$ cat config.mk
export PLATFORM = sky130hd
export DESIGN_NAME = uart_frame_builder_crc16_checksum_top_flat
export DESIGN_NICKNAME = d
export VERILOG_FILES = /design/src/ufb_pkg.sv /design/src/ufb_if.sv /design/src/ufb_fifo.sv /design/src/ufb_front.sv /design/src/ufb_back.sv /design/src/uart_frame_builder_crc16_checksum_top.sv /design/src/flat_wrapper.sv
export SDC_FILE = /design/constraint.sdc
export NUM_CORES = 1
export LEC_CHECK = 0
export BUFFER_PORTS_ARGS = -buffer_cell sky130_fd_sc_hd__clkbuf_2
export CORE_MARGIN = 3
export CORE_UTILIZATION = 40
export DETAILED_ROUTE_END_ITERATION = 10
export SETUP_SLACK_MARGIN = 0.4
export SLEW_MARGIN = 15
export SYNTH_ARGS = -nofsm -noshare
export SYNTH_HDL_FRONTEND = slang
export SYNTH_SLANG_ARGS = --single-unit
$ cat constraint.sdc
create_clock -name i_clk -period 5.2 [get_ports i_clk]
set_clock_uncertainty 0.05 [all_clocks]
set_input_delay 1.04 -clock i_clk [delete_from_list [all_inputs] [get_ports i_clk]]
set_output_delay 1.04 -clock i_clk [all_outputs]
set_load 0.02 [all_outputs]
$ cat src/ufb_pkg.sv
// Shared types, constants and the CRC-16 byte update for the UART frame builder.
// No dependencies.
package ufb_pkg;

    localparam int unsigned FIFO_DEPTH = 4;

    localparam logic [7:0]  FRAME_MAGIC   = 8'hAA;
    localparam logic [15:0] CRC_POLY      = 16'h8005;
    localparam logic [15:0] LEN_OFFSET    = 16'd11;
    localparam logic [15:0] SIZE_OFFSET   = 16'd10;

    localparam logic [15:0] RST_PAYLOAD_LEN   = 16'd0;
    localparam logic [7:0]  RST_COMMAND_CODE  = 8'h85;
    localparam logic [15:0] RST_FRAME_NUMBER  = 16'd1;
    localparam logic [31:0] RST_START_ADDRESS = 32'd0;

    localparam int unsigned CFG_IDX_W  = 2;
    localparam int unsigned CFG_DATA_W = 32;

    typedef enum logic [CFG_IDX_W-1:0] {
        CFG_PAYLOAD_LEN   = 2'd0,
        CFG_COMMAND_CODE  = 2'd1,
        CFG_FRAME_NUMBER  = 2'd2,
        CFG_START_ADDRESS = 2'd3
    } t_cfg_idx;

    typedef struct packed {
        logic [15:0] payload_len;
        logic [7:0]  command_code;
        logic [15:0] frame_number;
        logic [31:0] start_address;
    } t_cfg;

    // One queued job for the back end: a header, or one payload byte;
    // tail asks for CRC and checksum after it.
    typedef struct packed {
        logic       is_start;
        logic       tail;
        logic [7:0] data;
    } t_cmd;

    function automatic logic [15:0] crc16_byte(input logic [15:0] crc, input logic [7:0] b);
        logic [15:0] c;
        c = crc ^ {b, 8'h00};
        for (int i = 0; i < 8; i++) begin
            if (c[15]) begin
                c = {c[14:0], 1'b0} ^ CRC_POLY;
            end else begin
                c = {c[14:0], 1'b0};
            end
        end
        return c;
    endfunction

endpackage

$ cat src/ufb_if.sv
// Valid/ready channel interfaces for the frame builder's input and output.
// Depends on nothing.
interface ufb_in_if;
    logic       valid;
    logic       ready;
    logic       req_type;
    logic [7:0] data_byte;

    modport source (output valid, output req_type, output data_byte, input ready);
    modport sink   (input valid, input req_type, input data_byte, output ready);
endinterface

interface ufb_out_if;
    logic       valid;
    logic       ready;
    logic [7:0] frame_byte;
    logic       frame_end;

    modport source (output valid, output frame_byte, output frame_end, input ready);
    modport sink   (input valid, input frame_byte, input frame_end, output ready);
endinterface

$ cat src/ufb_fifo.sv
// Short command queue between front and back end.
// Depends on ufb_pkg.
module ufb_fifo #(
    parameter int unsigned DEPTH = ufb_pkg::FIFO_DEPTH
) (
    input  logic          i_clk,
    input  logic          i_rst_n,
    input  logic          i_push,
    input  ufb_pkg::t_cmd i_push_cmd,
    output logic          o_full,
    input  logic          i_pop,
    output ufb_pkg::t_cmd o_head,
    output logic          o_empty
);
    localparam int unsigned PTR_W = $clog2(DEPTH);
    localparam int unsigned CNT_W = $clog2(DEPTH + 1);
    localparam logic [PTR_W-1:0] PTR_LAST = PTR_W'(DEPTH - 1);
    localparam logic [CNT_W-1:0] CNT_FULL = CNT_W'(DEPTH);

    ufb_pkg::t_cmd    r_mem [DEPTH];
    logic [PTR_W-1:0] r_wr_ptr, n_wr_ptr;
    logic [PTR_W-1:0] r_rd_ptr, n_rd_ptr;
    logic [CNT_W-1:0] r_count, n_count;

    assign o_full  = (r_count == CNT_FULL);
    assign o_empty = (r_count == '0);
    assign o_head  = r_mem[r_rd_ptr];

    always_comb begin
        n_wr_ptr = r_wr_ptr;
        n_rd_ptr = r_rd_ptr;
        n_count  = r_count;
        if (i_push) begin
            n_wr_ptr = (r_wr_ptr == PTR_LAST) ? '0 : r_wr_ptr + 1'b1;
        end
        if (i_pop) begin
            n_rd_ptr = (r_rd_ptr == PTR_LAST) ? '0 : r_rd_ptr + 1'b1;
        end
        if (i_push && !i_pop) begin
            n_count = r_count + 1'b1;
        end else if (!i_push && i_pop) begin
            n_count = r_count - 1'b1;
        end
    end

    always_ff @(posedge i_clk) begin
        if (!i_rst_n) begin
            r_wr_ptr <= '0;
            r_rd_ptr <= '0;
            r_count  <= '0;
        end else begin
            r_wr_ptr <= n_wr_ptr;
            r_rd_ptr <= n_rd_ptr;
            r_count  <= n_count;
        end
    end

    always_ff @(posedge i_clk) begin
        if (i_push) begin
            r_mem[r_wr_ptr] <= i_push_cmd;
        end
    end

endmodule

$ cat src/ufb_front.sv
// Front end: takes input transactions, tracks the open frame and queues jobs.
// Depends on ufb_pkg and ufb_in_if.
module ufb_front (
    input  logic          i_clk,
    input  logic          i_rst_n,
    ufb_in_if.sink        i_in,
    input  ufb_pkg::t_cfg i_cfg,
    input  logic          i_q_full,
    output logic          o_push,
    output ufb_pkg::t_cmd o_push_cmd
);
    logic        r_in_frame, n_in_frame;
    logic [15:0] r_bytes_left, n_bytes_left;
    logic        accept;

    assign i_in.ready = !i_q_full;
    assign accept     = i_in.valid && !i_q_full;

    always_comb begin
        n_in_frame      = r_in_frame;
        n_bytes_left    = r_bytes_left;
        o_push          = 1'b0;
        o_push_cmd.is_start = !i_in.req_type;
        o_push_cmd.data     = i_in.data_byte;
        o_push_cmd.tail     = 1'b0;
        if (accept) begin
            if (!i_in.req_type) begin
                o_push          = 1'b1;
                o_push_cmd.tail = (i_cfg.payload_len == '0);
                n_in_frame      = (i_cfg.payload_len != '0);
                n_bytes_left    = i_cfg.payload_len;
            end else if (r_in_frame && r_bytes_left != '0) begin
                o_push          = 1'b1;
                o_push_cmd.tail = (r_bytes_left == 16'd1);
                n_bytes_left    = r_bytes_left - 16'd1;
                n_in_frame      = (r_bytes_left != 16'd1);
            end
        end
    end

    always_ff @(posedge i_clk) begin
        if (!i_rst_n) begin
            r_in_frame   <= 1'b0;
            r_bytes_left <= '0;
        end else begin
            r_in_frame   <= n_in_frame;
            r_bytes_left <= n_bytes_left;
        end
    end

endmodule

$ cat src/ufb_back.sv
// Back end: walks each queued job byte by byte, runs CRC and checksum, output register.
// Depends on ufb_pkg and ufb_out_if.
module ufb_back (
    input  logic          i_clk,
    input  logic          i_rst_n,
    input  ufb_pkg::t_cfg i_cfg,
    input  ufb_pkg::t_cmd i_head,
    input  logic          i_empty,
    output logic          o_pop,
    ufb_out_if.source     o_out
);
    localparam logic [3:0] STEP_MAGIC  = 4'd0;
    localparam logic [3:0] STEP_LEN_HI = 4'd1;
    localparam logic [3:0] STEP_LEN_LO = 4'd2;
    localparam logic [3:0] STEP_CMD    = 4'd3;
    localparam logic [3:0] STEP_FN_HI  = 4'd4;
    localparam logic [3:0] STEP_FN_LO  = 4'd5;
    localparam logic [3:0] STEP_ADDR3  = 4'd6;
    localparam logic [3:0] STEP_ADDR2  = 4'd7;
    localparam logic [3:0] STEP_ADDR1  = 4'd8;
    localparam logic [3:0] STEP_ADDR0  = 4'd9;
    localparam logic [3:0] STEP_SZ_HI  = 4'd10;
    localparam logic [3:0] STEP_SZ_LO  = 4'd11;
    localparam logic [3:0] STEP_DATA   = 4'd12;
    localparam logic [3:0] STEP_CRC_HI = 4'd13;
    localparam logic [3:0] STEP_CRC_LO = 4'd14;
    localparam logic [3:0] STEP_SUM    = 4'd15;

    logic        r_mid, n_mid;
    logic [3:0]  r_step, n_step;
    logic [15:0] r_crc, n_crc;
    logic [7:0]  r_sum, n_sum;
    logic        r_out_valid, n_out_valid;
    logic [7:0]  r_out_byte, n_out_byte;
    logic        r_out_end, n_out_end;

    logic        emit;
    logic [3:0]  step;
    logic [7:0]  cur_byte;
    logic [15:0] len_field;
    logic [15:0] size_field;

    assign len_field  = i_cfg.payload_len + ufb_pkg::LEN_OFFSET;
    assign size_field = i_cfg.payload_len + ufb_pkg::SIZE_OFFSET;
    assign step       = r_mid ? r_step : (i_head.is_start ? STEP_MAGIC : STEP_DATA);
    assign emit       = !i_empty && (!r_out_valid || o_out.ready);

    always_comb begin
        unique case (step)
            STEP_MAGIC:  cur_byte = ufb_pkg::FRAME_MAGIC;
            STEP_LEN_HI: cur_byte = len_field[15:8];
            STEP_LEN_LO: cur_byte = len_field[7:0];
            STEP_CMD:    cur_byte = i_cfg.command_code;
            STEP_FN_HI:  cur_byte = i_cfg.frame_number[15:8];
            STEP_FN_LO:  cur_byte = i_cfg.frame_number[7:0];
            STEP_ADDR3:  cur_byte = i_cfg.start_address[31:24];
            STEP_ADDR2:  cur_byte = i_cfg.start_address[23:16];
            STEP_ADDR1:  cur_byte = i_cfg.start_address[15:8];
            STEP_ADDR0:  cur_byte = i_cfg.start_address[7:0];
            STEP_SZ_HI:  cur_byte = size_field[15:8];
            STEP_SZ_LO:  cur_byte = size_field[7:0];
            STEP_DATA:   cur_byte = i_head.data;
            STEP_CRC_HI: cur_byte = r_crc[15:8];
            STEP_CRC_LO: cur_byte = r_crc[7:0];
            STEP_SUM:    cur_byte = r_sum;
            default:     cur_byte = r_sum;
        endcase
    end

    always_comb begin
        n_mid       = r_mid;
        n_step      = r_step;
        n_crc       = r_crc;
        n_sum       = r_sum;
        n_out_valid = r_out_valid && !o_out.ready;
        n_out_byte  = r_out_byte;
        n_out_end   = r_out_end;
        o_pop       = 1'b0;
        if (emit) begin
            n_out_valid = 1'b1;
            n_out_byte  = cur_byte;
            n_out_end   = (step == STEP_SUM);

            if (step == STEP_MAGIC) begin
                n_crc = '0;
                n_sum = '0;
            end else begin
                if (step >= STEP_ADDR3 && step <= STEP_DATA) begin
                    n_crc = ufb_pkg::crc16_byte(r_crc, cur_byte);
                end
                if (step >= STEP_CMD && step <= STEP_CRC_LO) begin
                    n_sum = r_sum + cur_byte;
                end
            end

            // last byte of the job: header without tail, plain data, or checksum
            if (((step == STEP_SZ_LO || step == STEP_DATA) && !i_head.tail)
                    || step == STEP_SUM) begin
                o_pop = 1'b1;
                n_mid = 1'b0;
            end else if (step == STEP_SZ_LO) begin
                n_mid  = 1'b1;
                n_step = STEP_CRC_HI;
            end else begin
                n_mid  = 1'b1;
                n_step = step + 4'd1;
            end
        end
    end

    always_ff @(posedge i_clk) begin
        if (!i_rst_n) begin
            r_mid       <= 1'b0;
            r_step      <= STEP_MAGIC;
            r_crc       <= '0;
            r_sum       <= '0;
            r_out_valid <= 1'b0;
        end else begin
            r_mid       <= n_mid;
            r_step      <= n_step;
            r_crc       <= n_crc;
            r_sum       <= n_sum;
            r_out_valid <= n_out_valid;
        end
    end

    always_ff @(posedge i_clk) begin
        r_out_byte <= n_out_byte;
        r_out_end  <= n_out_end;
    end

    assign o_out.valid      = r_out_valid;
    assign o_out.frame_byte = r_out_byte;
    assign o_out.frame_end  = r_out_end;

    a_end_on_sum: assert property (@(posedge i_clk) disable iff (!i_rst_n)
        emit && step == STEP_SUM |=> r_out_valid && r_out_end)
        else $error("frame end missing after checksum byte");

    a_no_early_end: assert property (@(posedge i_clk) disable iff (!i_rst_n)
        emit && step != STEP_SUM |=> !r_out_end)
        else $error("frame end raised before checksum byte");

    a_pop_needs_emit: assert property (@(posedge i_clk) disable iff (!i_rst_n)
        o_pop |-> emit)
        else $error("job retired without a byte sent");

    a_mid_has_job: assert property (@(posedge i_clk) disable iff (!i_rst_n)
        r_mid |-> !i_empty)
        else $error("job in progress but queue empty");

endmodule

$ cat src/uart_frame_builder_crc16_checksum_top.sv
// Top level of the UART frame builder: configuration registers, front end, queue, back end.
// Depends on ufb_pkg, ufb_if, ufb_front, ufb_fifo and ufb_back.
//
// Builds length-prefixed serial frames, one byte per output transaction. A start
// transaction yields the 12-byte header (15 bytes with the CRC pair and checksum when
// the payload length is zero); each payload transaction in an open frame yields its
// byte, and the last one also yields CRC high, CRC low and the checksum byte flagged
// with frame_end. Input is taken every cycle while the job queue has room; the back
// end sends one byte per cycle unless the receiver stalls it. Its CRC-16 covers the
// address, size and payload bytes, its sum every byte from the command code to the CRC
// pair. Configuration writes take effect at the next start and must be made while idle.
module uart_frame_builder_crc16_checksum_top #(
    parameter int unsigned FIFO_DEPTH = ufb_pkg::FIFO_DEPTH
) (
    input  logic                           i_clk,
    input  logic                           i_rst_n,
    input  logic                           i_cfg_we,
    input  logic [ufb_pkg::CFG_IDX_W-1:0]  i_cfg_idx,
    input  logic [ufb_pkg::CFG_DATA_W-1:0] i_cfg_data,
    ufb_in_if.sink                         i_in,
    ufb_out_if.source                      o_out
);
    ufb_pkg::t_cfg r_cfg;
    ufb_pkg::t_cmd push_cmd;
    ufb_pkg::t_cmd head;
    logic          push;
    logic          pop;
    logic          q_full;
    logic          q_empty;

    always_ff @(posedge i_clk) begin
        if (!i_rst_n) begin
            r_cfg.payload_len   <= ufb_pkg::RST_PAYLOAD_LEN;
            r_cfg.command_code  <= ufb_pkg::RST_COMMAND_CODE;
            r_cfg.frame_number  <= ufb_pkg::RST_FRAME_NUMBER;
            r_cfg.start_address <= ufb_pkg::RST_START_ADDRESS;
        end else if (i_cfg_we) begin
            unique case (ufb_pkg::t_cfg_idx'(i_cfg_idx))
                ufb_pkg::CFG_PAYLOAD_LEN:   r_cfg.payload_len   <= i_cfg_data[15:0];
                ufb_pkg::CFG_COMMAND_CODE:  r_cfg.command_code  <= i_cfg_data[7:0];
                ufb_pkg::CFG_FRAME_NUMBER:  r_cfg.frame_number  <= i_cfg_data[15:0];
                ufb_pkg::CFG_START_ADDRESS: r_cfg.start_address <= i_cfg_data[31:0];
                default: ;
            endcase
        end
    end

    ufb_front u_front (
        .i_clk      (i_clk),
        .i_rst_n    (i_rst_n),
        .i_in       (i_in),
        .i_cfg      (r_cfg),
        .i_q_full   (q_full),
        .o_push     (push),
        .o_push_cmd (push_cmd)
    );

    ufb_fifo #(
        .DEPTH (FIFO_DEPTH)
    ) u_fifo (
        .i_clk      (i_clk),
        .i_rst_n    (i_rst_n),
        .i_push     (push),
        .i_push_cmd (push_cmd),
        .o_full     (q_full),
        .i_pop      (pop),
        .o_head     (head),
        .o_empty    (q_empty)
    );

    ufb_back u_back (
        .i_clk   (i_clk),
        .i_rst_n (i_rst_n),
        .i_cfg   (r_cfg),
        .i_head  (head),
        .i_empty (q_empty),
        .o_pop   (pop),
        .o_out   (o_out)
    );

endmodule

$ cat src/flat_wrapper.sv
// flat-port wrapper written by rule: the top's interface ports become plain ports
module uart_frame_builder_crc16_checksum_top_flat 
#(
    parameter int unsigned FIFO_DEPTH = ufb_pkg::FIFO_DEPTH
)
  (i_clk, i_rst_n, i_cfg_we, i_cfg_idx, i_cfg_data, i_in_valid, i_in_req_type, i_in_data_byte, i_in_ready, o_out_valid, o_out_frame_byte, o_out_frame_end, o_out_ready);
  ufb_in_if i_in_i ();
  ufb_out_if o_out_i ();
  input  logic i_clk;
  input  logic i_rst_n;
  input  logic i_cfg_we;
  input  logic [ufb_pkg::CFG_IDX_W-1:0] i_cfg_idx;
  input  logic [ufb_pkg::CFG_DATA_W-1:0] i_cfg_data;
  input wire logic [$bits(i_in_i.valid)-1:0] i_in_valid;
  input wire logic [$bits(i_in_i.req_type)-1:0] i_in_req_type;
  input wire logic [$bits(i_in_i.data_byte)-1:0] i_in_data_byte;
  output wire logic [$bits(i_in_i.ready)-1:0] i_in_ready;
  output wire logic [$bits(o_out_i.valid)-1:0] o_out_valid;
  output wire logic [$bits(o_out_i.frame_byte)-1:0] o_out_frame_byte;
  output wire logic [$bits(o_out_i.frame_end)-1:0] o_out_frame_end;
  input wire logic [$bits(o_out_i.ready)-1:0] o_out_ready;
  assign i_in_i.valid = i_in_valid;
  assign i_in_i.req_type = i_in_req_type;
  assign i_in_i.data_byte = i_in_data_byte;
  assign i_in_ready = i_in_i.ready;
  assign o_out_valid = o_out_i.valid;
  assign o_out_frame_byte = o_out_i.frame_byte;
  assign o_out_frame_end = o_out_i.frame_end;
  assign o_out_i.ready = o_out_ready;
  uart_frame_builder_crc16_checksum_top #(.FIFO_DEPTH(FIFO_DEPTH)) u_core (.i_clk(i_clk), .i_rst_n(i_rst_n), .i_cfg_we(i_cfg_we), .i_cfg_idx(i_cfg_idx), .i_cfg_data(i_cfg_data), .i_in(i_in_i), .o_out(o_out_i));
endmodule
**After elaboration in Yosys (flattened, before gate mapping)**

Memory sizes are Yosys's and may differ from the RTL's. A register that Yosys moved wholly into a read port is not among the register bits.
Index checks and enable logic that the tools add are counted.

- Register bits: 135
- RAM bits: 40
- Input port bits: 48
- Output and inout port bits: 11
- Logic and storage cells: 160
- Memories kept: 1

Memory list:

| name | depth | width | read ports | clocked after Yosys merged registers in | wr ports | RTL line | text |
|---|---|---|---|---|---|---|---|
| u_core.u_fifo.r_mem | 4 | 10 | 1 | 1 | 1 | ufb_fifo.sv:20 | `ufb_pkg::t_cmd r_mem [DEPTH];` |

- $add $sub $neg: 9
- $lt $le $gt $ge: 4
- Equal/unequal tests: 24
- Multiplexer cells: 59
- Bitwise gates (word level): 10
- Reductions and logical operators: 37

Operators by type and width:

| cell | number |
|---|---|
| two-way mux 16 bit | 33 |
| one-hot mux 8 bit (16 select lines) | 1 |
| adder 16 x 4 -> 16 bit (second input constant) | 2 |
| equality test 4 bit (second input constant) | 8 |
| nonzero test 16 bit | 2 |
| inverter 3 bit | 8 |
| equality test 16 x 1 -> 1 bit (second input constant) | 1 |
| equality test 4 x 3 -> 1 bit (second input constant) | 4 |
| zero test 16 bit | 1 |
| two-way mux 8 bit | 2 |
| inequality test 16 x 1 -> 1 bit (second input constant) | 1 |
| AND reduction 2 bit | 8 |
| subtractor 16 x 1 -> 16 bit (second input constant) | 1 |
| bitwise XOR 16 bit | 1 |
| two-way mux 1 bit | 14 |
| two-way mux 4 bit | 3 |
| logical AND 1 bit | 9 |
| adder 8 bit | 1 |
| equality test 2 bit (second input constant) | 4 |
| equality test 4 x 2 -> 1 bit (second input constant) | 2 |
| <= comparator 4 bit (second input constant) | 2 |
| zero test 1 bit | 8 |
| two-way mux 2 bit | 4 |
| two-way mux 3 bit | 2 |
| 16 further kinds | 21 |

**Depth between registers and ports, before layout**

Gate-level depths: netlist of run 1.

- Word-level depth: 44
- Gate-level depth with buffers: 25
- Depth with buffers taken out: 20

**Hierarchy**

Synthesis of run 1 repeated with hierarchy kept, for this count alone.

- Cell total of the unflattened synthesis: 1,073
- Area total of the unflattened synthesis: 9,979.6 um2

Modules (own cells, without submodules):

| module | times used | cells each | area each (um2) | sequential area each (um2) |
|---|---|---|---|---|
| ufb_back | 1 | 530 | 4,051.4 | 870.8 |
| uart_frame_builder_crc16_checksum_top | 1 | 277 | 2,762.6 | 1,441.4 |
| ufb_fifo | 1 | 96 | 1,900.6 | 1,381.3 |
| ufb_front | 1 | 170 | 1,265.0 | 340.3 |

**Worst setup path before layout of run 1**

OpenSTA, ideal clock, no wires.

- Path kind: register -> register
- Start point: register u_core.u_back.r_mid
- End point: register u_core.u_back.r_sum[7]
- Library setup time: 0.128 ns
- Arrival time: 4.323 ns
- Data required time: 5.022 ns
- Setup slack: 0.699 ns
- Cell stages (with the launch flop): 24
- Buffers on the path: 4
- Period minus slack after synthesis: 4.501 ns
- Cell sequence: dfxtp_1 -> buf_2 -> clkbuf_1 -> clkbuf_1 -> nand2_1 -> ha_1 -> clkbuf_1 -> a222oi_1 -> a2bb2oi_1 -> o21ai_0 -> a221o_1 -> nor4_2 -> nand2_1 -> ha_1 -> a21o_1 -> a21oi_1 -> o21bai_1 -> a21oi_1 -> o21bai_1 -> a21oi_1 -> xnor2_1 -> o21ai_0 -> a22oi_1 -> nor2_1

- Longest elaborated chain between the ends: 6
- Elaborated cells between the ends (all ways): 26
- Classes of those cells: add/sub (1); order compare (2); eq/ne (15); mux (4); reduce/logical (4)

RTL lines:

| what | RTL line | text |
|---|---|---|
| start, declared | ufb_back.sv:29 | `logic r_mid, n_mid;` |
| start signal, assigned | ufb_back.sv:119 | `r_mid <= n_mid;` |
| two-way mux 4 bit (*) | ufb_back.sv:45 | `assign step = r_mid ? r_step : (i_head.is_start ? STEP_MAGIC : STEP_DATA);` |
| equality test 4 bit, or another cell as far along | ufb_back.sv:49 | `unique case (step)` |
| one-hot mux 8 bit (16 select lines) (*) | ufb_back.sv:49 |  |
| via u_core.u_back.cur_byte[1] | ufb_back.sv:39 | `logic [7:0] cur_byte;` |
| adder 8 bit (*) | ufb_back.sv:92 | `n_sum = r_sum + cur_byte;` |
| two-way mux 8 bit (*) | ufb_back.sv:91 | `if (step >= STEP_CMD && step <= STEP_CRC_LO) begin` |
| two-way mux 8 bit (*) | ufb_back.sv:84 | `if (step == STEP_MAGIC) begin` |
| end signal, assigned | ufb_back.sv:122 | `r_sum <= n_sum;` |
| end, declared | ufb_back.sv:32 | `logic [7:0] r_sum, n_sum;` |

The timed path passes the listed nets; every way through them passes the cells marked *. The select of a mux whose other input is x is not followed.
A chain may end at the register's enable or synchronous reset.

**Final worst setup path of run 1**

- Start point: register u_core.u_back.r_step[1]
- End point: register u_core.u_back.r_sum[7]

- Longest elaborated chain between the ends: 6
- Elaborated cells between the ends (all ways): 26
- Classes of those cells: add/sub (1); order compare (2); eq/ne (15); mux (4); reduce/logical (4)

RTL lines:

| what | RTL line | text |
|---|---|---|
| start, declared | ufb_back.sv:30 | `logic [3:0] r_step, n_step;` |
| start signal, assigned | ufb_back.sv:120 | `r_step <= n_step;` |
| two-way mux 4 bit (*) | ufb_back.sv:45 |  |
| equality test 4 bit, or another cell as far along | ufb_back.sv:49 |  |
| one-hot mux 8 bit (16 select lines) (*) | ufb_back.sv:49 |  |
| via u_core.u_back.cur_byte[2] | ufb_back.sv:39 |  |
| adder 8 bit (*) | ufb_back.sv:92 |  |
| two-way mux 8 bit (*) | ufb_back.sv:91 |  |
| two-way mux 8 bit (*) | ufb_back.sv:84 |  |

Marks and branches as above.

==> results of run 1 <==
==> tightest hold or removal path, delay by kind of cell, from the launching register on <==
family,cells,cell delay [ps]
compound gates,1,50
simple gates,1,50
flops,1,310
==> per-stage QoR <==
| stage | setup slack [ps] | cells |
|---|---|---|
| after floorplan | 699 | 1083 |
| after detailed placement | 743 | 1409 |
| after global routing | 445 | 1441 |
| final | 675 | 1441 |
| after CTS | 693 | 1441 |
| after global placement | 801 | 1409 |
==> flip-flops by register name (all words and copies together) (netlist names), named ones only <==
name,flops
u_core.u_back.r_mid,1
u_core.u_fifo.r_mem,40
u_core.u_back.o_out.frame_byte,8
u_core.u_front.r_bytes_left,16
u_core.u_back.r_step,4
u_core.u_back.o_out.valid,1
u_core.u_front.r_in_frame,1
u_core.u_fifo.r_rd_ptr,2
u_core.u_fifo.r_count,3
u_core.r_cfg,72
u_core.u_fifo.r_wr_ptr,2
u_core.u_back.r_sum,8
u_core.u_back.r_crc,16
u_core.u_back.o_out.frame_end,1
==> per-layer routing <==
| layer | vias up | part of all wire, % | global-route usage [%] |
|---|---|---|---|
| met4 | 0 | 1.8 | 6.30 |
| li1 | 3961 | - | - |
| met5 | - | 0 | 0 |
| met3 | 48 | 7.6 | 5.18 |
| met2 | 307 | 45 | 35.3 |
| met1 | 3945 | 45 | 32.2 |
==> final timing paths <==
path	from	cells past startpoint	end	slack, ps
worst min register to register	u_core.r_cfg[3]$_SDFFE_PN0P_	2	u_core.r_cfg[3]$_SDFFE_PN0P_	410
worst max-delay path	u_core.u_back.r_step[1]$_SDFFE_PN0P_	20	u_core.u_back.r_sum[7]$_SDFFE_PN0P_	670
worst max register to register	u_core.u_back.r_step[1]$_SDFFE_PN0P_	20	u_core.u_back.r_sum[7]$_SDFFE_PN0P_	670
worst min-delay path	u_core.r_cfg[3]$_SDFFE_PN0P_	2	u_core.r_cfg[3]$_SDFFE_PN0P_	410
==> layout by cell type (no fill, tap or decap), types with 24 or more instances in the layout <==
cell and count:
nand3_1 34, nor2_1 46, a21oi_1 84, buf_4 28, nand2_1 199, clkbuf_2 58
a21boi_0 34, o21ai_0 40, edfxtp_1 49, inv_1 24, dfxtp_1 127
==> power breakdown <==
group	total, W	internal (W)	switching [W]
Clock	0.00135	0.000685	0.000668
Sequential	0.00182	0.00164	0.000183
Combinational	0.00217	0.000843	0.00133
Total	0.00535	0.00317	0.00218
==> cell families after synthesis <==
group | Yosys count | share of synthesized area, %
compound gates | 279 | 19.8
buf+inv | 106 | 4.59
simple gates | 423 | 21.3
fa+ha+maj | 26 | 3.53
xor+xnor | 41 | 4.22
flops | 177 | 41.8
mux | 31 | 4.72
==> layout make-up <==
cell class	instances	share of cell area, %
timing repair buffer	86	4.61
tap	319	3.67
inverter	27	0.933
clock buffer	18	4.15
clock inverter	14	1.64
multi-input combinational	800	47.9
sequential	177	37.1
==> impl_metrics.xml, run 1 <==
<?xml version="1.0" encoding="UTF-8"?>
<metrics>
  <group name="clocking">
    <metric name="cts_buffers" unit="">17</metric>
    <metric name="hold_buffers" unit="">0</metric>
    <metric name="tritoncts" unit="">built</metric>
    <metric name="clkTransAtPathRegs" unit="ps">80</metric>
    <metric name="max_h_tree_level" unit="">4</metric>
    <metric name="later_pin_clock_latency_in_the_skew_report" unit="ps">450</metric>
    <metric name="post_cts.resized_instances" unit="">0</metric>
    <metric name="clock_tree.buffer_depth" unit="">2</metric>
    <metric name="post_cts.repair.setup_buffers" unit="">0</metric>
    <metric name="clock-root-buffer" unit="">clkbuf_16</metric>
    <metric name="clkSinkCount" unit="">177</metric>
  </group>
  <group name="hold_path">
    <metric name="hold_path.class" unit="">reg -&gt; reg</metric>
  </group>
  <group name="yosys">
    <metric name="synth_cell_type_count" unit="">87</metric>
    <metric name="synth.area.top_cells" unit="">dfxtp_1 (27%), edfxtp_1 (15%), nand2_1 (7.7%)</metric>
    <metric name="asyncSetResetFlopFracSynth" unit="%">0</metric>
    <metric name="yosysWarnings" unit="">0</metric>
    <metric name="yosysTopAreaCellShare" unit="%">26.6</metric>
    <metric name="synth_commonest_cells" unit="">nand2_1 (199), dfxtp_1 (128), a21oi_1 (84)</metric>
    <metric name="postSynthCellCount" unit="">1083</metric>
    <metric name="synth_net_count" unit="">1157</metric>
    <metric name="mappedNetlistArea" unit="um2">9640</metric>
    <metric name="synth.avg_cell_area" unit="um2">8.91</metric>
    <metric name="yosys.cell_count.top_type" unit="">nand2_1</metric>
    <metric name="synth-edff-count" unit="">49</metric>
    <metric name="synth_flop_cell" unit="">dfxtp_1</metric>
    <metric name="synth.ff_latch_count" unit="">177</metric>
    <metric name="synth.yosys.seq_area_share" unit="%">41.8</metric>
    <metric name="yosys.area.top_type" unit="">dfxtp_1</metric>
  </group>
  <group name="drt">
    <metric name="remaining_drcs" unit="">0</metric>
    <metric name="drt-vias-per-instance" unit="">5.73</metric>
    <metric name="wire_per_inst" unit="um">20.4</metric>
    <metric name="dr_total_vias" unit="">8261</metric>
    <metric name="post_route_antenna_net_violation_count" unit="">0</metric>
    <metric name="postRouteWirelength" unit="um">29400</metric>
    <metric name="drt_iter0_drc" unit="">922</metric>
    <metric name="firstDrtPassIters" unit="">6</metric>
  </group>
  <group name="cells_and_area">
    <metric name="layout_cells_sized_above_1" unit="%">14.6</metric>
    <metric name="post-route-util" unit="%">46.0</metric>
    <metric name="syn2layout_area_growth" unit="%">12.7</metric>
    <metric name="layout.area.seq" unit="um2">4040</metric>
    <metric name="multi_input_comb_area" unit="um2">5200</metric>
    <metric name="num_antenna_cells" unit="">0</metric>
    <metric name="finish.net_count" unit="">1183</metric>
    <metric name="finish.instance_area" unit="um2">10900</metric>
    <metric name="num-fill-cells" unit="">2292</metric>
  </group>
  <group name="sta">
    <metric name="finalSetupViolations" unit="">0</metric>
    <metric name="final.period_utilization" unit="%">87.0</metric>
    <metric name="fmax" unit="MHz">221</metric>
    <metric name="worst_slew_margin_rel" unit="%">24.4</metric>
    <metric name="grt_setup_unrepaired" unit="">false</metric>
    <metric name="timing.hold.ws" unit="ps">408</metric>
    <metric name="fin_tns_setup" unit="ps">0</metric>
    <metric name="timing_worst_slew_pin_value" unit="ps">1130</metric>
    <metric name="final-max-slew-violation-count" unit="">0</metric>
    <metric name="finalHoldViolations" unit="">0</metric>
    <metric name="finalCriticalPeriod" unit="ps">4530</metric>
  </group>
  <group name="die">
    <metric name="coreArea" unit="um2">23600</metric>
    <metric name="area_enclosed_by_the_die_boundary" unit="um2">26000</metric>
    <metric name="core.rowCount" unit="">56</metric>
    <metric name="ios" unit="">59</metric>
    <metric name="start_util" unit="%">40.8</metric>
    <metric name="die_width" unit="um">161</metric>
    <metric name="die_y" unit="um">161</metric>
  </group>
  <group name="setup_path">
    <metric name="max_stage_delay" unit="ps">490</metric>
    <metric name="critical_path.n_buffers_inverters" unit="">2</metric>
    <metric name="data_arrival_critical_path" unit="ps">4810</metric>
    <metric name="critical_path.slowest_cell" unit="">nor4b_1</metric>
    <metric name="critical_path.startpoint_type" unit="">register</metric>
    <metric name="critical-path-top-delay-family" unit="">compound AO/OA/AOI/OAI gates</metric>
    <metric name="cp_max_fo" unit="">17</metric>
    <metric name="worstPathRequired" unit="ps">5480</metric>
    <metric name="criticalPathCategory" unit="">reg -&gt; reg</metric>
    <metric name="critical_path.cell_chain" unit="">nand2_1, inv_1, ha_1, buf_4, and4b_1, o311ai_0, o21ai_1, nor4b_1, o311ai_2, a21o_1, ha_1, a21oi_1, o21bai_1, a21oi_1, o21bai_1, a21oi_1, xnor2_1, o21ai_0, a22oi_1, nor2_1</metric>
    <metric name="end_kind" unit="">register</metric>
    <metric name="cpMostUsedCell" unit="">a21oi_1</metric>
  </group>
  <group name="job">
    <metric name="maxCapViolCount" unit="">0</metric>
  </group>
  <group name="pwr">
    <metric name="worst_ir_drop_vdd" unit="V">0.000261</metric>
    <metric name="p_leak" unit="nW">3.91</metric>
    <metric name="powerDensity" unit="nW/um2">492</metric>
    <metric name="fin_total_pwr" unit="W">0.00535</metric>
  </group>
  <group name="grt">
    <metric name="number_of_antenna_violations_at_the_first_check_in_global_routing" unit="">0</metric>
    <metric name="first_pass_grt_wire_length" unit="um">46000</metric>
    <metric name="first_global_vias" unit="">7800</metric>
    <metric name="global_route.usage.total" unit="%">22.8</metric>
    <metric name="grt_overflow_total" unit="">0</metric>
    <metric name="largest_net_degree_at_the_start_of_global_routing" unit="">70</metric>
  </group>
  <group name="placed_design">
    <metric name="place_hpwl" unit="um">21100</metric>
    <metric name="routability_driven_placement_congestion_ratio" unit="">0.952</metric>
    <metric name="numPortBuffers" unit="">58</metric>
    <metric name="postPlaceCellArea" unit="um2">10200</metric>
  </group>
  <group name="run_status">
    <metric name="run_status" unit="">finished, final reports clean</metric>
  </group>
</metrics>
Power figures use the tool's default switching activity.
==> run 2, diff against run 1 <==
--- a/config.mk
+++ b/config.mk
@@ -7,8 +7,9 @@
 export LEC_CHECK = 0
 export BUFFER_PORTS_ARGS = -buffer_cell sky130_fd_sc_hd__clkbuf_2
 export CORE_MARGIN = 3
-export CORE_UTILIZATION = 40
+export CORE_UTILIZATION = 60
 export DETAILED_ROUTE_END_ITERATION = 10
+export PLACE_DENSITY = 0.79
 export SETUP_SLACK_MARGIN = 0.4
 export SLEW_MARGIN = 15
 export SYNTH_ARGS = -nofsm -noshare
==> run 2 against run 1 <==
Critical endpoint unchanged. Clock-buffer cell count up 4. Global-route usage up 9.0 points. Largest power group unchanged. Setup slack better by 90 ps. Sequential share of layout area up 0.73 points. Die area down 32%. First-iteration DRC count up 4.1%. Critical path depth down 2. Power down 0.24%. Routed wire length down 4.1%. Cell count down 8.0%. Sequential power about the same.
==> impl_metrics.xml, run 2 (synthesis gave the netlist of run 1 again) <==
<?xml version="1.0" encoding="UTF-8"?>
<metrics>
  <group name="run_status">
    <metric name="run_status" unit="">finished, final reports clean</metric>
  </group>
  <group name="setup_path">
    <metric name="critical_path.n_buffers_inverters" unit="">1</metric>
    <metric name="data_arrival_critical_path" unit="ps">4670</metric>
    <metric name="critical_path.startpoint_type" unit="">register</metric>
    <metric name="critical_path.cell_chain" unit="">buf_4, nand2b_1, o221ai_4, a22o_1, and4_4, nor4_4, nand2_1, ha_1, a21o_1, a21oi_1, o21bai_1, a21oi_1, o21bai_1, a21oi_1, xnor2_1, o21ai_0, a22oi_1, nor2_1</metric>
    <metric name="worstPathRequired" unit="ps">5440</metric>
    <metric name="max_stage_delay" unit="ps">500</metric>
    <metric name="criticalPathCategory" unit="">reg -&gt; reg</metric>
    <metric name="critical-path-top-delay-family" unit="">compound AO/OA/AOI/OAI gates</metric>
    <metric name="end_kind" unit="">register</metric>
    <metric name="cp_max_fo" unit="">26</metric>
    <metric name="cpMostUsedCell" unit="">a21oi_1</metric>
    <metric name="critical_path.slowest_cell" unit="">nand2b_1</metric>
  </group>
  <group name="cells_and_area">
    <metric name="finish.net_count" unit="">1176</metric>
    <metric name="layout_commonest_cell" unit="">nand2_1</metric>
    <metric name="finalNonFillerCells" unit="">1326</metric>
    <metric name="num_antenna_cells" unit="">0</metric>
    <metric name="syn2layout_area_growth" unit="%">10.5</metric>
    <metric name="largest_register_ff_count" unit="">72</metric>
    <metric name="layout_cells_sized_above_1" unit="%">14.0</metric>
    <metric name="max_flop_register" unit="">u_core.r_cfg</metric>
    <metric name="finish.instance_area" unit="um2">10700</metric>
    <metric name="highest_count_cells_in_the_layout_ignoring_fill_and_taps" unit="">nand2_1 (199), dfxtp_1 (127), a21oi_1 (84)</metric>
    <metric name="post-route-util" unit="%">68.8</metric>
    <metric name="reg.largest.list" unit="">u_core.r_cfg (72), u_core.u_fifo.r_mem (40)</metric>
  </group>
  <group name="job">
    <metric name="maxCapViolCount" unit="">0</metric>
  </group>
  <group name="sta">
    <metric name="fmax" unit="MHz">225</metric>
    <metric name="finalHoldViolations" unit="">0</metric>
    <metric name="grt_setup_unrepaired" unit="">false</metric>
    <metric name="final-max-slew-violation-count" unit="">0</metric>
    <metric name="final.period_utilization" unit="%">85.3</metric>
    <metric name="worst_slew_margin_rel" unit="%">23.7</metric>
    <metric name="timing.hold.ws" unit="ps">408</metric>
    <metric name="finalSetupViolations" unit="">0</metric>
    <metric name="finalCriticalPeriod" unit="ps">4440</metric>
    <metric name="fin_tns_setup" unit="ps">0</metric>
    <metric name="timing_worst_slew_pin_value" unit="ps">1140</metric>
  </group>
  <group name="clocking">
    <metric name="clock_tree.buffer_depth" unit="">2</metric>
    <metric name="max_h_tree_level" unit="">4</metric>
    <metric name="hold_buffers" unit="">0</metric>
    <metric name="later_pin_clock_latency_in_the_skew_report" unit="ps">440</metric>
    <metric name="clock-root-buffer" unit="">clkbuf_16</metric>
    <metric name="clkSinkCount" unit="">177</metric>
    <metric name="cts_buffers" unit="">17</metric>
    <metric name="tritoncts" unit="">built</metric>
    <metric name="clkTransAtPathRegs" unit="ps">70</metric>
  </group>
  <group name="die">
    <metric name="die_width" unit="um">133</metric>
    <metric name="start_util" unit="%">62.3</metric>
    <metric name="core.rowCount" unit="">45</metric>
    <metric name="die_y" unit="um">133</metric>
    <metric name="ios" unit="">59</metric>
    <metric name="coreArea" unit="um2">15500</metric>
    <metric name="area_enclosed_by_the_die_boundary" unit="um2">17600</metric>
  </group>
  <group name="drt">
    <metric name="drt_iter0_drc" unit="">960</metric>
    <metric name="firstDrtPassIters" unit="">5</metric>
    <metric name="wire_per_inst" unit="um">21.3</metric>
    <metric name="drt-vias-per-instance" unit="">6.40</metric>
    <metric name="postRouteWirelength" unit="um">28200</metric>
    <metric name="post_route_antenna_net_violation_count" unit="">0</metric>
    <metric name="dr_total_vias" unit="">8491</metric>
    <metric name="remaining_drcs" unit="">0</metric>
  </group>
  <group name="placed_design">
    <metric name="numPortBuffers" unit="">58</metric>
    <metric name="postPlaceCellArea" unit="um2">10000</metric>
    <metric name="routability_driven_placement_congestion_ratio" unit="">1.05</metric>
    <metric name="place_hpwl" unit="um">19800</metric>
    <metric name="placed_cells" unit="">1293</metric>
  </group>
  <group name="grt">
    <metric name="largest_net_degree_at_the_start_of_global_routing" unit="">69</metric>
    <metric name="first_pass_grt_wire_length" unit="um">44100</metric>
    <metric name="grt_overflow_total" unit="">0</metric>
    <metric name="global_route.usage.total" unit="%">31.9</metric>
    <metric name="first_global_vias" unit="">7834</metric>
    <metric name="number_of_antenna_violations_at_the_first_check_in_global_routing" unit="">0</metric>
  </group>
  <group name="pwr">
    <metric name="internal-power" unit="W">0.00321</metric>
    <metric name="p_leak" unit="nW">3.86</metric>
    <metric name="power_switching_share" unit="%">39.8</metric>
    <metric name="power.clock.fraction" unit="%">24.3</metric>
    <metric name="switching_power" unit="W">0.00212</metric>
    <metric name="comb_power_share" unit="%">41.3</metric>
    <metric name="power.share.sequential" unit="%">34.4</metric>
    <metric name="worst_ir_drop_vdd" unit="V">0.000360</metric>
    <metric name="powerDensity" unit="nW/um2">501</metric>
  </group>
  <group name="hold_path">
    <metric name="hold_path.class" unit="">reg -&gt; reg</metric>
  </group>
</metrics>
-- run 2: changes by cell type in the layout (fill, tap and decap cells not counted), sizes merged --
cell,change
clkbuf,+4
o221ai,+1
bufinv,+1
clkinv,-4
inv,-1
buf,-8
-- run 2: tightest hold or removal path: stages (launching register included) --
cell     delay [ps]
dfxtp_1         310
nand2_1          50
a21oi_1          50
-- run 2: final cells by class --
cell class                 count  area (um2)
timing repair buffer          78         440
inverter                      27         101
clock buffer                  22         479
sequential                   177        4040
tap                          211         264
fill                        1228        4830
clock inverter                10         111
multi-input combinational    801        5230
-- run 2: layer usage --
layer | up-vias | track usage, % | wire length, um
met5 | - | 0 | 0
met4 | 0 | 11.5 | 934
met3 | 73 | 5.70 | 2640
met2 | 466 | 48.6 | 12800
met1 | 3998 | 45.6 | 11900
li1 | 3954 | - | -
-- run 2: power by group through the flow --
| stage | logic (W) | registers [W] | clock network [W] |
|---|---|---|---|
| 2_1_floorplan | 0.00159 | 0.00183 | 0 |
| 3_3_place_gp | 0.00209 | 0.00184 | 0 |
| 3_5_place_dp | 0.00213 | 0.00185 | 0 |
| 4_1_cts | 0.00215 | 0.00182 | 0.00131 |
| 5_1_grt | 0.00241 | 0.00185 | 0.00137 |
| 6_report | 0.00220 | 0.00183 | 0.00130 |
-- run 2: path summary, 6_finish.rpt --
path                                               to  slack (ps)                             start  cells past startpoint
hold reg to reg          u_core.r_cfg[0]$_SDFFE_PN0P_         410      u_core.r_cfg[0]$_SDFFE_PN0P_                      2
hold / removal           u_core.r_cfg[0]$_SDFFE_PN0P_         410      u_core.r_cfg[0]$_SDFFE_PN0P_                      2
setup reg to reg  u_core.u_back.r_sum[7]$_SDFFE_PN0P_         760  u_core.u_back.r_mid$_SDFFE_PN0P_                     18
setup / recovery  u_core.u_back.r_sum[7]$_SDFFE_PN0P_         760  u_core.u_back.r_mid$_SDFFE_PN0P_                     18
-- run 2: metrics by stage --
stage          power [W]  setup slack (ps)
2_1_floorplan    0.00342               699
6_report         0.00533               765
4_1_cts          0.00528               619
3_3_place_gp     0.00394               837
5_1_grt          0.00563               424
3_5_place_dp     0.00398               668
-- run 2: timing repair --
item                                   in CTS  in global routing
resized for setup                           0                  6
setup endpoints to repair                   0                  1
setup buffers                               0                  0
endpoints found under the hold margin       0                  0
